===== config.mk =====
export PLATFORM = sky130hd
export DESIGN_NAME = assembler_source_tokenizer_core_flat
export DESIGN_NICKNAME = d
export VERILOG_FILES = /design/src/rtl/core/ast_pkg.sv /design/src/rtl/core/ast_if.sv /design/src/rtl/core/ast_step.sv /design/src/rtl/core/ast_rq.sv /design/src/rtl/core/assembler_source_tokenizer_core.sv /design/src/flat_wrapper.sv
export SDC_FILE = /design/constraint.sdc
export NUM_CORES = 1
export LEC_CHECK = 0
export BUFFER_PORTS_ARGS = -buffer_cell sky130_fd_sc_hd__buf_2
export CORE_MARGIN = 3
export CORE_UTILIZATION = 55
export CTS_CLUSTER_SIZE = 24
export DETAILED_ROUTE_END_ITERATION = 10
export PLACE_DENSITY_LB_ADDON = 0.2
export SYNTH_ARGS = -nofsm -noshare
export SYNTH_HDL_FRONTEND = slang
export SYNTH_HIERARCHICAL = 1
export SYNTH_SLANG_ARGS = --single-unit
export TNS_END_PERCENT = 20

===== constraint.sdc =====
create_clock -name i_clk -period 6.1 [get_ports i_clk]
set_clock_uncertainty 0.15 [all_clocks]
set_input_delay 0.915 -clock i_clk [delete_from_list [all_inputs] [get_ports i_clk]]
set_output_delay 0.915 -clock i_clk [all_outputs]
set_load 0.01 [all_outputs]

===== src/rtl/core/ast_pkg.sv =====
// ast_pkg: shared types, codes and character constants for the assembler
// source tokenizer. No dependencies; imported by every module of the block.
`timescale 1ns / 1ps
`default_nettype none

package ast_pkg;

    // scan modes of the tokenizer
    typedef enum logic [2:0] {
        MODE_IDLE,
        MODE_WORD,
        MODE_STRING,
        MODE_COMMENT,
        MODE_HALTED
    } t_mode;

    // result kinds as seen on the output channel
    typedef enum logic [2:0] {
        KIND_END,
        KIND_EOL,
        KIND_PRE,
        KIND_ID,
        KIND_STR,
        KIND_BAD,
        KIND_UNTERM,
        KIND_LONG
    } t_kind;

    // tokenizer state carried from one character to the next
    typedef struct packed {
        t_mode      mode;
        logic       is_id;
        logic [7:0] len;
    } t_state;

    // one result item
    typedef struct packed {
        t_kind      kind;
        logic [7:0] out_char;
        logic       has_char;
        logic       token_end;
        logic       item_done;
    } t_result;

    // everything one character produces: next state and up to two results
    typedef struct packed {
        t_state     nxt;
        logic [1:0] cnt;
        t_result    r0;
        t_result    r1;
    } t_step_out;

    // longest word or string held
    localparam logic [7:0] MAX_LEN = 8'd254;

    // result queue size
    localparam int RQ_DEPTH = 4;
    localparam int RQ_AW    = $clog2(RQ_DEPTH);
    localparam int RQ_CW    = $clog2(RQ_DEPTH + 1);

    // character codes
    localparam logic [7:0] CH_TAB   = 8'h09;
    localparam logic [7:0] CH_NL    = 8'h0A;
    localparam logic [7:0] CH_SPACE = 8'h20;
    localparam logic [7:0] CH_QUOTE = 8'h22;
    localparam logic [7:0] CH_DOLL  = 8'h24;
    localparam logic [7:0] CH_PCT   = 8'h25;
    localparam logic [7:0] CH_DOT   = 8'h2E;
    localparam logic [7:0] CH_SEMI  = 8'h3B;

endpackage

`default_nettype wire


===== src/rtl/core/ast_if.sv =====
// ast_in_if / ast_out_if: valid/ready channels of the tokenizer.
// No dependencies.
`timescale 1ns / 1ps
`default_nettype none

interface ast_in_if;
    logic       valid;
    logic       ready;
    logic [7:0] ch;
    logic       end_of_input;

    modport source (output valid, output ch, output end_of_input, input ready);
    modport sink   (input valid, input ch, input end_of_input, output ready);
endinterface

interface ast_out_if;
    logic       valid;
    logic       ready;
    logic [2:0] kind;
    logic [7:0] out_char;
    logic       has_char;
    logic       token_end;
    logic       item_done;

    modport source (output valid, output kind, output out_char, output has_char,
                    output token_end, output item_done, input ready);
    modport sink   (input valid, input kind, input out_char, input has_char,
                    input token_end, input item_done, output ready);
endinterface

`default_nettype wire


===== src/rtl/core/ast_step.sv =====
// ast_step: character classification and scan-mode update for one input.
// Depends on ast_pkg.
`timescale 1ns / 1ps
`default_nettype none

module ast_step
    import ast_pkg::*;
#(
    parameter logic [7:0] MAX_TOKEN_LEN = MAX_LEN
)
(
    input  var t_state    i_state,
    input  var logic [7:0] i_ch,
    input  var logic      i_eoi,
    output t_step_out     o_step
);

    typedef struct packed {
        t_state  nxt;
        logic    emit;
        t_result res;
    } t_idle_out;

    function automatic t_result mk_res(t_kind k, logic [7:0] c, logic has, logic fin);
        t_result r;
        r.kind      = k;
        r.out_char  = has ? c : 8'd0;
        r.has_char  = has;
        r.token_end = fin;
        r.item_done = 1'b0;
        return r;
    endfunction

    // handling of a character seen between tokens
    function automatic t_idle_out from_idle(t_state st, logic [7:0] c, logic eoi);
        t_idle_out o;
        logic      blank;
        logic      id_start;
        blank    = (c == CH_SPACE) || (c == CH_TAB);
        id_start = (c >= 8'h41 && c <= 8'h5A) || (c >= 8'h61 && c <= 8'h7A) ||
                   (c == CH_DOT) || (c == CH_DOLL);
        o.nxt     = st;
        o.nxt.len = 8'd0;
        o.emit    = 1'b0;
        o.res     = mk_res(KIND_END, 8'd0, 1'b0, 1'b1);
        if (eoi) begin
            o.emit = 1'b1;
        end else if (blank) begin
            o.emit = 1'b0;
        end else if (c == CH_NL) begin
            o.emit = 1'b1;
            o.res  = mk_res(KIND_EOL, CH_NL, 1'b1, 1'b1);
        end else if (c == CH_PCT || id_start) begin
            o.nxt.is_id = (c != CH_PCT);
            o.nxt.mode  = MODE_WORD;
            o.nxt.len   = 8'd1;
            o.emit      = 1'b1;
            o.res       = mk_res((c != CH_PCT) ? KIND_ID : KIND_PRE, c, 1'b1, 1'b0);
        end else if (c == CH_QUOTE) begin
            o.nxt.mode = MODE_STRING;
        end else if (c == CH_SEMI) begin
            o.nxt.mode = MODE_COMMENT;
        end else begin
            o.nxt.mode = MODE_HALTED;
            o.emit     = 1'b1;
            o.res      = mk_res(KIND_BAD, c, 1'b1, 1'b0);
        end
        return o;
    endfunction

    t_state    idle_st;
    t_idle_out idle_o;
    t_kind     word_kind;
    logic      blank;
    logic      too_long;
    t_step_out so;

    // idle handling is shared by the between-tokens case and the word cut
    always_comb begin
        idle_st      = i_state;
        idle_st.mode = MODE_IDLE;
        idle_o       = from_idle(idle_st, i_ch, i_eoi);
        word_kind    = i_state.is_id ? KIND_ID : KIND_PRE;
        blank        = (i_ch == CH_SPACE) || (i_ch == CH_TAB);
        too_long     = (i_state.len >= MAX_TOKEN_LEN);
    end

    // mode update and result selection
    always_comb begin
        so.nxt = i_state;
        so.cnt = 2'd0;
        so.r0  = mk_res(KIND_END, 8'd0, 1'b0, 1'b1);
        so.r1  = mk_res(KIND_END, 8'd0, 1'b0, 1'b1);
        unique case (i_state.mode)
            MODE_IDLE: begin
                so.nxt = idle_o.nxt;
                so.cnt = {1'b0, idle_o.emit};
                so.r0  = idle_o.res;
            end
            MODE_WORD: begin
                if (i_eoi || blank || i_ch == CH_NL) begin
                    so.r0       = mk_res(word_kind, 8'd0, 1'b0, 1'b1);
                    so.nxt.mode = MODE_IDLE;
                    so.nxt.len  = 8'd0;
                    if (i_eoi) begin
                        so.cnt = 2'd2;
                    end else if (i_ch == CH_NL) begin
                        so.cnt = 2'd2;
                        so.r1  = mk_res(KIND_EOL, CH_NL, 1'b1, 1'b1);
                    end else begin
                        so.cnt = 2'd1;
                    end
                end else if (too_long) begin
                    // word cut: close it, then the character is handled as between tokens
                    so.r0  = mk_res(word_kind, 8'd0, 1'b0, 1'b1);
                    so.nxt = idle_o.nxt;
                    so.cnt = idle_o.emit ? 2'd2 : 2'd1;
                    so.r1  = idle_o.res;
                end else begin
                    so.nxt.len = i_state.len + 8'd1;
                    so.cnt     = 2'd1;
                    so.r0      = mk_res(word_kind, i_ch, 1'b1, 1'b0);
                end
            end
            MODE_STRING: begin
                so.cnt = 2'd1;
                if (i_eoi || i_ch == CH_NL) begin
                    so.nxt.mode = MODE_HALTED;
                    so.r0       = mk_res(KIND_UNTERM, 8'd0, 1'b0, 1'b0);
                end else if (i_ch == CH_QUOTE) begin
                    so.nxt.mode = MODE_IDLE;
                    so.nxt.len  = 8'd0;
                    so.r0       = mk_res(KIND_STR, 8'd0, 1'b0, 1'b1);
                end else if (too_long) begin
                    so.nxt.mode = MODE_HALTED;
                    so.r0       = mk_res(KIND_LONG, 8'd0, 1'b0, 1'b0);
                end else begin
                    so.nxt.len = i_state.len + 8'd1;
                    so.r0      = mk_res(KIND_STR, i_ch, 1'b1, 1'b0);
                end
            end
            MODE_COMMENT: begin
                if (i_eoi) begin
                    so.nxt.mode = MODE_IDLE;
                    so.cnt      = 2'd1;
                end else if (i_ch == CH_NL) begin
                    so.nxt.mode = MODE_IDLE;
                    so.cnt      = 2'd1;
                    so.r0       = mk_res(KIND_EOL, CH_NL, 1'b1, 1'b1);
                end
            end
            default: begin
                so.nxt.mode = MODE_HALTED;
            end
        endcase
        // mark the last result of this character
        if (so.cnt == 2'd2) begin
            so.r1.item_done = 1'b1;
        end else begin
            so.r0.item_done = 1'b1;
        end
    end

    assign o_step = so;

endmodule

`default_nettype wire


===== src/rtl/core/ast_rq.sv =====
// ast_rq: small result queue, takes up to two results per cycle and
// hands out one. Depends on ast_pkg.
`timescale 1ns / 1ps
`default_nettype none

module ast_rq
    import ast_pkg::*;
(
    input  var logic       i_clk,
    input  var logic       i_rst_n,
    input  var logic [1:0] i_push_cnt,
    input  var t_result    i_r0,
    input  var t_result    i_r1,
    input  var logic       i_pop,
    output t_result        o_head,
    output logic           o_valid,
    output logic           o_room
);

    t_result           r_mem [RQ_DEPTH];
    logic [RQ_AW-1:0]  r_wr;
    logic [RQ_AW-1:0]  r_rd;
    logic [RQ_CW-1:0]  r_count;
    logic [RQ_AW-1:0]  n_wr1;

    assign n_wr1 = r_wr + RQ_AW'(1);

    // storage writes
    always_ff @(posedge i_clk) begin
        if (i_push_cnt != 2'd0) begin
            r_mem[r_wr] <= i_r0;
        end
        if (i_push_cnt == 2'd2) begin
            r_mem[n_wr1] <= i_r1;
        end
    end

    // pointers and fill level
    always_ff @(posedge i_clk) begin
        if (!i_rst_n) begin
            r_wr    <= '0;
            r_rd    <= '0;
            r_count <= '0;
        end else begin
            r_wr    <= r_wr + RQ_AW'(i_push_cnt);
            r_rd    <= r_rd + RQ_AW'(i_pop);
            r_count <= r_count + RQ_CW'(i_push_cnt) - RQ_CW'(i_pop);
        end
    end

    assign o_head  = r_mem[r_rd];
    assign o_valid = (r_count != '0);
    // room for a character that makes two results
    assign o_room  = (r_count <= RQ_CW'(RQ_DEPTH - 2));

endmodule

`default_nettype wire


===== src/rtl/core/assembler_source_tokenizer_core.sv =====
// assembler_source_tokenizer_core: top level of the assembler source tokenizer.
// Depends on ast_pkg, ast_if, ast_step and ast_rq.
//
//  channel  | dir | payload                                          | transfer
//  ---------+-----+--------------------------------------------------+--------------------
//  i_in     | in  | ch[7:0], end_of_input                            | valid && ready
//  o_out    | out | kind[2:0], out_char[7:0], has_char, token_end,   | valid && ready
//           |     | item_done                                        |
//
// Each character is decoded in the cycle it is accepted; its results are registered
// into a four-entry result queue. One character per cycle is taken while the queue
// has two free entries, so characters that make one result stream at one per cycle
// while the output is ready; the output port moves one result per cycle when ready,
// which sets the rate when characters make two. Reset (synchronous, active low)
// returns the scanner to between-tokens and empties the queue. A stalled output
// only holds the input once the queue is nearly full.
`timescale 1ns / 1ps
`default_nettype none

module assembler_source_tokenizer_core
    import ast_pkg::*;
#(
    parameter logic [7:0] MAX_TOKEN_LEN = MAX_LEN
)
(
    input  var logic  i_clk,
    input  var logic  i_rst_n,
    ast_in_if.sink    i_in,
    ast_out_if.source o_out
);

    t_state    r_state;
    t_state    n_state;
    t_step_out step;
    t_result   head;
    logic      accept;
    logic      room;
    logic      q_valid;

    ast_step #(
        .MAX_TOKEN_LEN (MAX_TOKEN_LEN)
    ) u_step (
        .i_state (r_state),
        .i_ch    (i_in.ch),
        .i_eoi   (i_in.end_of_input),
        .o_step  (step)
    );

    assign accept = i_in.valid && room;

    // scanner state advances on each input transfer
    always_comb begin
        n_state = accept ? step.nxt : r_state;
    end

    always_ff @(posedge i_clk) begin
        if (!i_rst_n) begin
            r_state.mode  <= MODE_IDLE;
            r_state.is_id <= 1'b0;
            r_state.len   <= 8'd0;
        end else begin
            r_state <= n_state;
        end
    end

    ast_rq u_rq (
        .i_clk      (i_clk),
        .i_rst_n    (i_rst_n),
        .i_push_cnt (accept ? step.cnt : 2'd0),
        .i_r0       (step.r0),
        .i_r1       (step.r1),
        .i_pop      (q_valid && o_out.ready),
        .o_head     (head),
        .o_valid    (q_valid),
        .o_room     (room)
    );

    // channel outputs
    assign i_in.ready      = room;
    assign o_out.valid     = q_valid;
    assign o_out.kind      = head.kind;
    assign o_out.out_char  = head.out_char;
    assign o_out.has_char  = head.has_char;
    assign o_out.token_end = head.token_end;
    assign o_out.item_done = head.item_done;

endmodule

`default_nettype wire


===== src/flat_wrapper.sv =====
// flat-port wrapper written by rule: the top's interface ports become plain ports
module assembler_source_tokenizer_core_flat import ast_pkg::*;
#(
    parameter logic [7:0] MAX_TOKEN_LEN = MAX_LEN
)
  (i_clk, i_rst_n, i_in_valid, i_in_ch, i_in_end_of_input, i_in_ready, o_out_valid, o_out_kind, o_out_out_char, o_out_has_char, o_out_token_end, o_out_item_done, o_out_ready);
  ast_in_if i_in_i ();
  ast_out_if o_out_i ();
  input  var logic i_clk;
  input  var logic i_rst_n;
  input wire logic [$bits(i_in_i.valid)-1:0] i_in_valid;
  input wire logic [$bits(i_in_i.ch)-1:0] i_in_ch;
  input wire logic [$bits(i_in_i.end_of_input)-1:0] i_in_end_of_input;
  output wire logic [$bits(i_in_i.ready)-1:0] i_in_ready;
  output wire logic [$bits(o_out_i.valid)-1:0] o_out_valid;
  output wire logic [$bits(o_out_i.kind)-1:0] o_out_kind;
  output wire logic [$bits(o_out_i.out_char)-1:0] o_out_out_char;
  output wire logic [$bits(o_out_i.has_char)-1:0] o_out_has_char;
  output wire logic [$bits(o_out_i.token_end)-1:0] o_out_token_end;
  output wire logic [$bits(o_out_i.item_done)-1:0] o_out_item_done;
  input wire logic [$bits(o_out_i.ready)-1:0] o_out_ready;
  assign i_in_i.valid = i_in_valid;
  assign i_in_i.ch = i_in_ch;
  assign i_in_i.end_of_input = i_in_end_of_input;
  assign i_in_ready = i_in_i.ready;
  assign o_out_valid = o_out_i.valid;
  assign o_out_kind = o_out_i.kind;
  assign o_out_out_char = o_out_i.out_char;
  assign o_out_has_char = o_out_i.has_char;
  assign o_out_token_end = o_out_i.token_end;
  assign o_out_item_done = o_out_i.item_done;
  assign o_out_i.ready = o_out_ready;
  assembler_source_tokenizer_core #(.MAX_TOKEN_LEN(MAX_TOKEN_LEN)) u_core (.i_clk(i_clk), .i_rst_n(i_rst_n), .i_in(i_in_i), .o_out(o_out_i));
endmodule

Yosys cells after proc, flatten, opt, wreduce, memory -nomap -nowiden
Memories as Yosys holds them, arrays and structs flattened. A register that Yosys moved wholly into a read port is not among the register bits.
Cells that the tools add are included.

storage, ports and cells
  memories kept = 1
  input port bits = 13
  output and inout bits = 16
  logic and storage cells = 115
  bits in registers = 19
  memory bits (writable) = 56

operators by class
  $lt $le $gt $ge = 6
  add/sub/neg operators = 6
  reduce and logical (&&, ||, !) cells = 20
  equal/unequal tests = 21
  multiplexer cells = 55

memories
  memory             words  width  rd ports  clocked after Yosys merged registers in  wr ports  RTL line      RTL
  u_core.u_rq.r_mem  4      14     1         1                                        2         ast_rq.sv:20  t_result r_mem [RQ_DEPTH];

operators with widths
  operator                                              number
  two-way mux 14 bit                                    7
  two-way mux 15 bit                                    5
  case mux 16 bit (4 select lines)                      1
  two-way mux 12 bit                                    5
  equality test 8 x 6 -> 1 bit (second input constant)  6
  two-way mux 38 bit                                    1
  two-way mux 3 bit                                     9
  two-way mux 24 bit                                    1
  two-way mux 8 bit                                     3
  case mux 8 bit (3 select lines)                       1
  equality test 8 x 4 -> 1 bit (second input constant)  2
  >= comparator 8 x 7 -> 1 bit (second input constant)  2
  <= comparator 8 x 7 -> 1 bit (second input constant)  2
  two-way mux 13 bit                                    1
  two-way mux 1 bit                                     12
  case mux 3 bit (4 select lines)                       1
  AND reduction 4 bit                                   3
  two-way mux 2 bit                                     5
  two-way mux 9 bit                                     1
  != test 3 bit (second input constant)                 3
  adder 8 x 1 -> 8 bit (second input constant)          1
  >= comparator 8 bit (second input constant)           1
  logical OR 1 bit                                      8
  != test 8 x 6 -> 1 bit (second input constant)        1
  17 further kinds                                      26

Logic depth before layout (Yosys ltp)
  word-level depth = 18
  mapped depth = 15
  mapped depth without buffers = 13

Hierarchy
Netlist, hierarchy kept.

by module, submodules not included
  module                           cells an instance  seq. area each (um^2)  area each (um^2)  times used
  ast_rq                           179                1821.7                 3291.9            1
  ast_step                         203                0.0                    1312.5            1
  assembler_source_tokenizer_core  57                 240.2                  533.0             1

Least setup slack after synthesis
Ideal clock, no wire load.

  kind = input port to flip-flop
  start = in i_in_ch[7]
  end = mem u_core/u_rq/r_mem[0][0] in the netlist's numbering (enable)
  arrival time = 3785 ps
  setup slack = 1757 ps
  data required time = 5543 ps
  cell stages on the path = 8
  library setup time = 407 ps
  buffers on the path = 0
  cells stage by stage = or4_4 nor4b_2 nor4_1 mux2i_1 o21a_1 and3_1 nor2_1 o31ai_1

RTL lines
  item         RTL line            RTL
  from (decl)  flat_wrapper.sv:12  input wire logic [$bits(i_in_i.ch)-1:0] i_in_ch;
  to (decl)    ast_rq.sv:20

==> flow_summary.toml <==
[run_status]
status = "completed"

[sta]
period_minus_slack_ns = 4.47
maxSlewViolCount = 0
slew_headroom_pct = 26.7
hold_viol_final = 0
worstMarginPinSlew_ns = 1.10
fmax_ghz = 0.224
tns_ns = 0
rsz0062_at_grt = "no"
post-route-period-util_pct = 73.2
setup_viol = 0

[cts]
cts_tree = "built"
cts-root-buf = "clkbuf_8"
numCtsBuffers = 9
ctsResizeCount = 0
cts.sink_count = 75
postCtsSetupRepairBufs = 0
clock_path_buffers = 2
hold_buffers = 0
cts_max_level = 3
clk_latency_ns = 0.35
clk_pin_slew_ns = 0.09

[synthesis]
synth_edf_count = 56
synth_fa_ha_area_share_pct = 2.09
synth_xor_area_share_pct = 1.90
netlist_area_sq_um = 5140
async_flop_share_pct = 0
synthMuxAreaShare_pct = 20.5
yosys_warnings = 6
syn_area_per_cell_sq_um = 11.7
synth_seq_area_share_pct = 40.1
ys.flop_type = "edfxtp_1"
syn_inst = 439
synth_nets = 460
synth_simple_gate_area_share_pct = 16.0
synth_compound_area_share_pct = 13.1
yosysUniqueCellTypes = 76
yosys_register_bits = 75
synth_top_family_by_area = "multiplexers"

[pwr]
seqPwrFrac_pct = 43.4
leakage_nw = 1.94
peakVddDrop_v = 0.000229
combPwrFrac_pct = 28.2
clkPwrFrac_pct = 28.4
pwr_density_cell_nw_per_um2 = 289
power_switching_share_pct = 31.0
internal_power_mw = 1.09
switchingPower_uw = 490

[setup_path]
r2r_slack_ns = 2.39
crit_start = "i_in_ch[1]"
required_ns = 6.05
cp_max_fo = 14
critical_path_arrival_ns = 4.42
max_stage_delay_ns = 1.04
end_kind = "register"
crit_slowest_cell = "nor4bb_4"
path_cells = "buf_2 -> nor2b_1 -> nor4b_2 -> buf_4 -> nor4_1 -> nand2_1 -> a21oi_1 -> and3_1 -> nor4bb_4 -> mux2_2"
timing.rr.start = "u_core/r_state[0]"
startpoint_type = "input port"
rr_worst_depth = 10
endpoint = "u_core/u_rq/r_mem[3][1]"
r2r-end = "u_core/u_rq/r_mem[3][1]"
critPathKind = "input port to register"

[floorplanning]
initial_core_util_pct = 57.8
die_h_microns = 103
placementRows = 34
die_x_microns = 103
core_area_sq_um = 8890
dieArea_sq_um = 10500
ioPinCount = 29

[grt]
grtUsageTotal_pct = 23.1
grt_pass1_vias = 3544
grt_pass1_wl_mm = 18.8
antenna_found_initial = 0
grt.overflow.total = 0
grt_max_degree = 32

[run]
max_cap_viol_count = 0

[drt]
totalWireLength_mm = 11.3
drc = 0
routed-via-count = 3595
detail_route.wl_per_cell_microns = 20.0
drtIter0Drc = 258
via_per_inst = 6.36
antenna_left = 0
drtPass1Iterations = 5

[finish]
layout.nets = 473
mostFrequentLayoutCell = "edfxtp_1"
area_growth_pct = 6.55
drive_gt1_share_pct = 34.6
layout_common_cells = "edfxtp_1 (56), mux2_2 (36), buf_2 (28)"
fin_util_pct = 61.6
diodes = 0

[min_path]
hold_path_class = "register to register"

[placement]
gp_congestion = 0.950
hpwl_mm = 7.86
portBuffers = 28
[sequential cells by signal, summed over array words and instances, names as in the netlist]
name	count
u_core/u_rq/r_mem	56
u_core/u_rq/r_rd	2
u_core/u_rq/r_count	3
u_core/u_rq/r_wr	2
u_core/r_state	12
[worst max-delay path, delay by kind of cell]
kind	cells	cell delay [ns]
buffers and inverters	2	0.34
multiplexers	1	0.43
AND/OR/NAND/NOR	6	2.55
AO/OA/AOI/OAI	1	0.17
[worst min-delay path by stage]
| stage | from | end | slack (ns) | depth (start not counted) |
|---|---|---|---|---|
| floorplan | u_core/r_state[9] | u_core/r_state[9] | 0.29 | 2 |
| CTS | u_core/r_state[8] | u_core/r_state[8] | 0.33 | 2 |
| global route | u_core/r_state[8] | u_core/r_state[8] | 0.36 | 2 |
| global placement | u_core/r_state[8] | u_core/r_state[8] | 0.31 | 2 |
| detailed placement | u_core/r_state[8] | u_core/r_state[8] | 0.32 | 2 |
| finish | u_core/r_state[8] | u_core/r_state[8] | 0.34 | 2 |
[cell usage after synthesis, types with 5 or more instances]
cell type,n,area (sq um)
nor2b_1,8,50.1
mux4_2,14,315
a21oi_1,17,85.1
nand3_1,6,30.0
and3_1,9,56.3
buf_6,11,124
dfxtp_1,19,380
nor2_1,20,75.1
and2_1,9,56.3
a31oi_1,5,31.3
nand2_1,23,86.3
o21ai_2,10,87.6
inv_1,16,60.1
o21ai_0,9,45.0
nand4_1,14,87.6
mux2_2,36,405
clkbuf_1,12,45.0
buf_2,8,40.0
mux2_4,20,300
nor3_1,6,30.0
edfxtp_1,56,1680
ha_1,7,87.6
[per-stage QoR]
| stage | worst slack [ns] | total power [mW] | area (sq um) | hold WS [ns] | cells |
|---|---|---|---|---|---|
| after floorplan | 1.76 | 1.02 | 5140 | 0.288 | 439 |
| after global placement | 1.40 | 1.14 | 5250 | 0.313 | 549 |
| after detailed placement | 1.30 | 1.15 | 5250 | 0.320 | 549 |
| after CTS | 1.66 | 1.59 | 5470 | 0.333 | 565 |
| after global routing | 1.37 | 1.67 | 5470 | 0.359 | 565 |
| final | 1.63 | 1.58 | 5470 | 0.336 | 565 |
[logic make-up after synthesis]
family,after synthesis
fa+ha+maj,8
flops,75
xor+xnor,8
buf+inv,52
compound gates,91
simple gates,132
mux,73
[metal layers]
metal	track usage, %	wire length [microns]	vias to the layer above
li1	-	-	1727
met1	32.8	5210	1726
met2	37.2	5380	134
met3	4.33	642	8
met4	4.64	93	0
met5	0	0	-
[power groups by stage]
stage                     Combinational, mW  Clock, mW  Sequential (mW)
after floorplan                       0.366          0            0.653
after global placement                0.442          0            0.696
after detailed placement              0.447          0            0.700
after CTS                             0.450      0.457            0.688
after global routing                  0.495      0.479            0.698
final                                 0.446      0.448            0.685
[area by class of cell]
| type | count | area (sq um) |
|---|---|---|
| clock buffer | 9 | 124 |
| clock inverter | 7 | 105 |
| fill | 733 | 3420 |
| inverter | 16 | 60.1 |
| multi-input combinational | 312 | 2770 |
| sequential | 75 | 2060 |
| tap | 108 | 135 |
| timing repair buffer | 38 | 215 |
No activity file was read; power rests on OpenSTA's default activity.
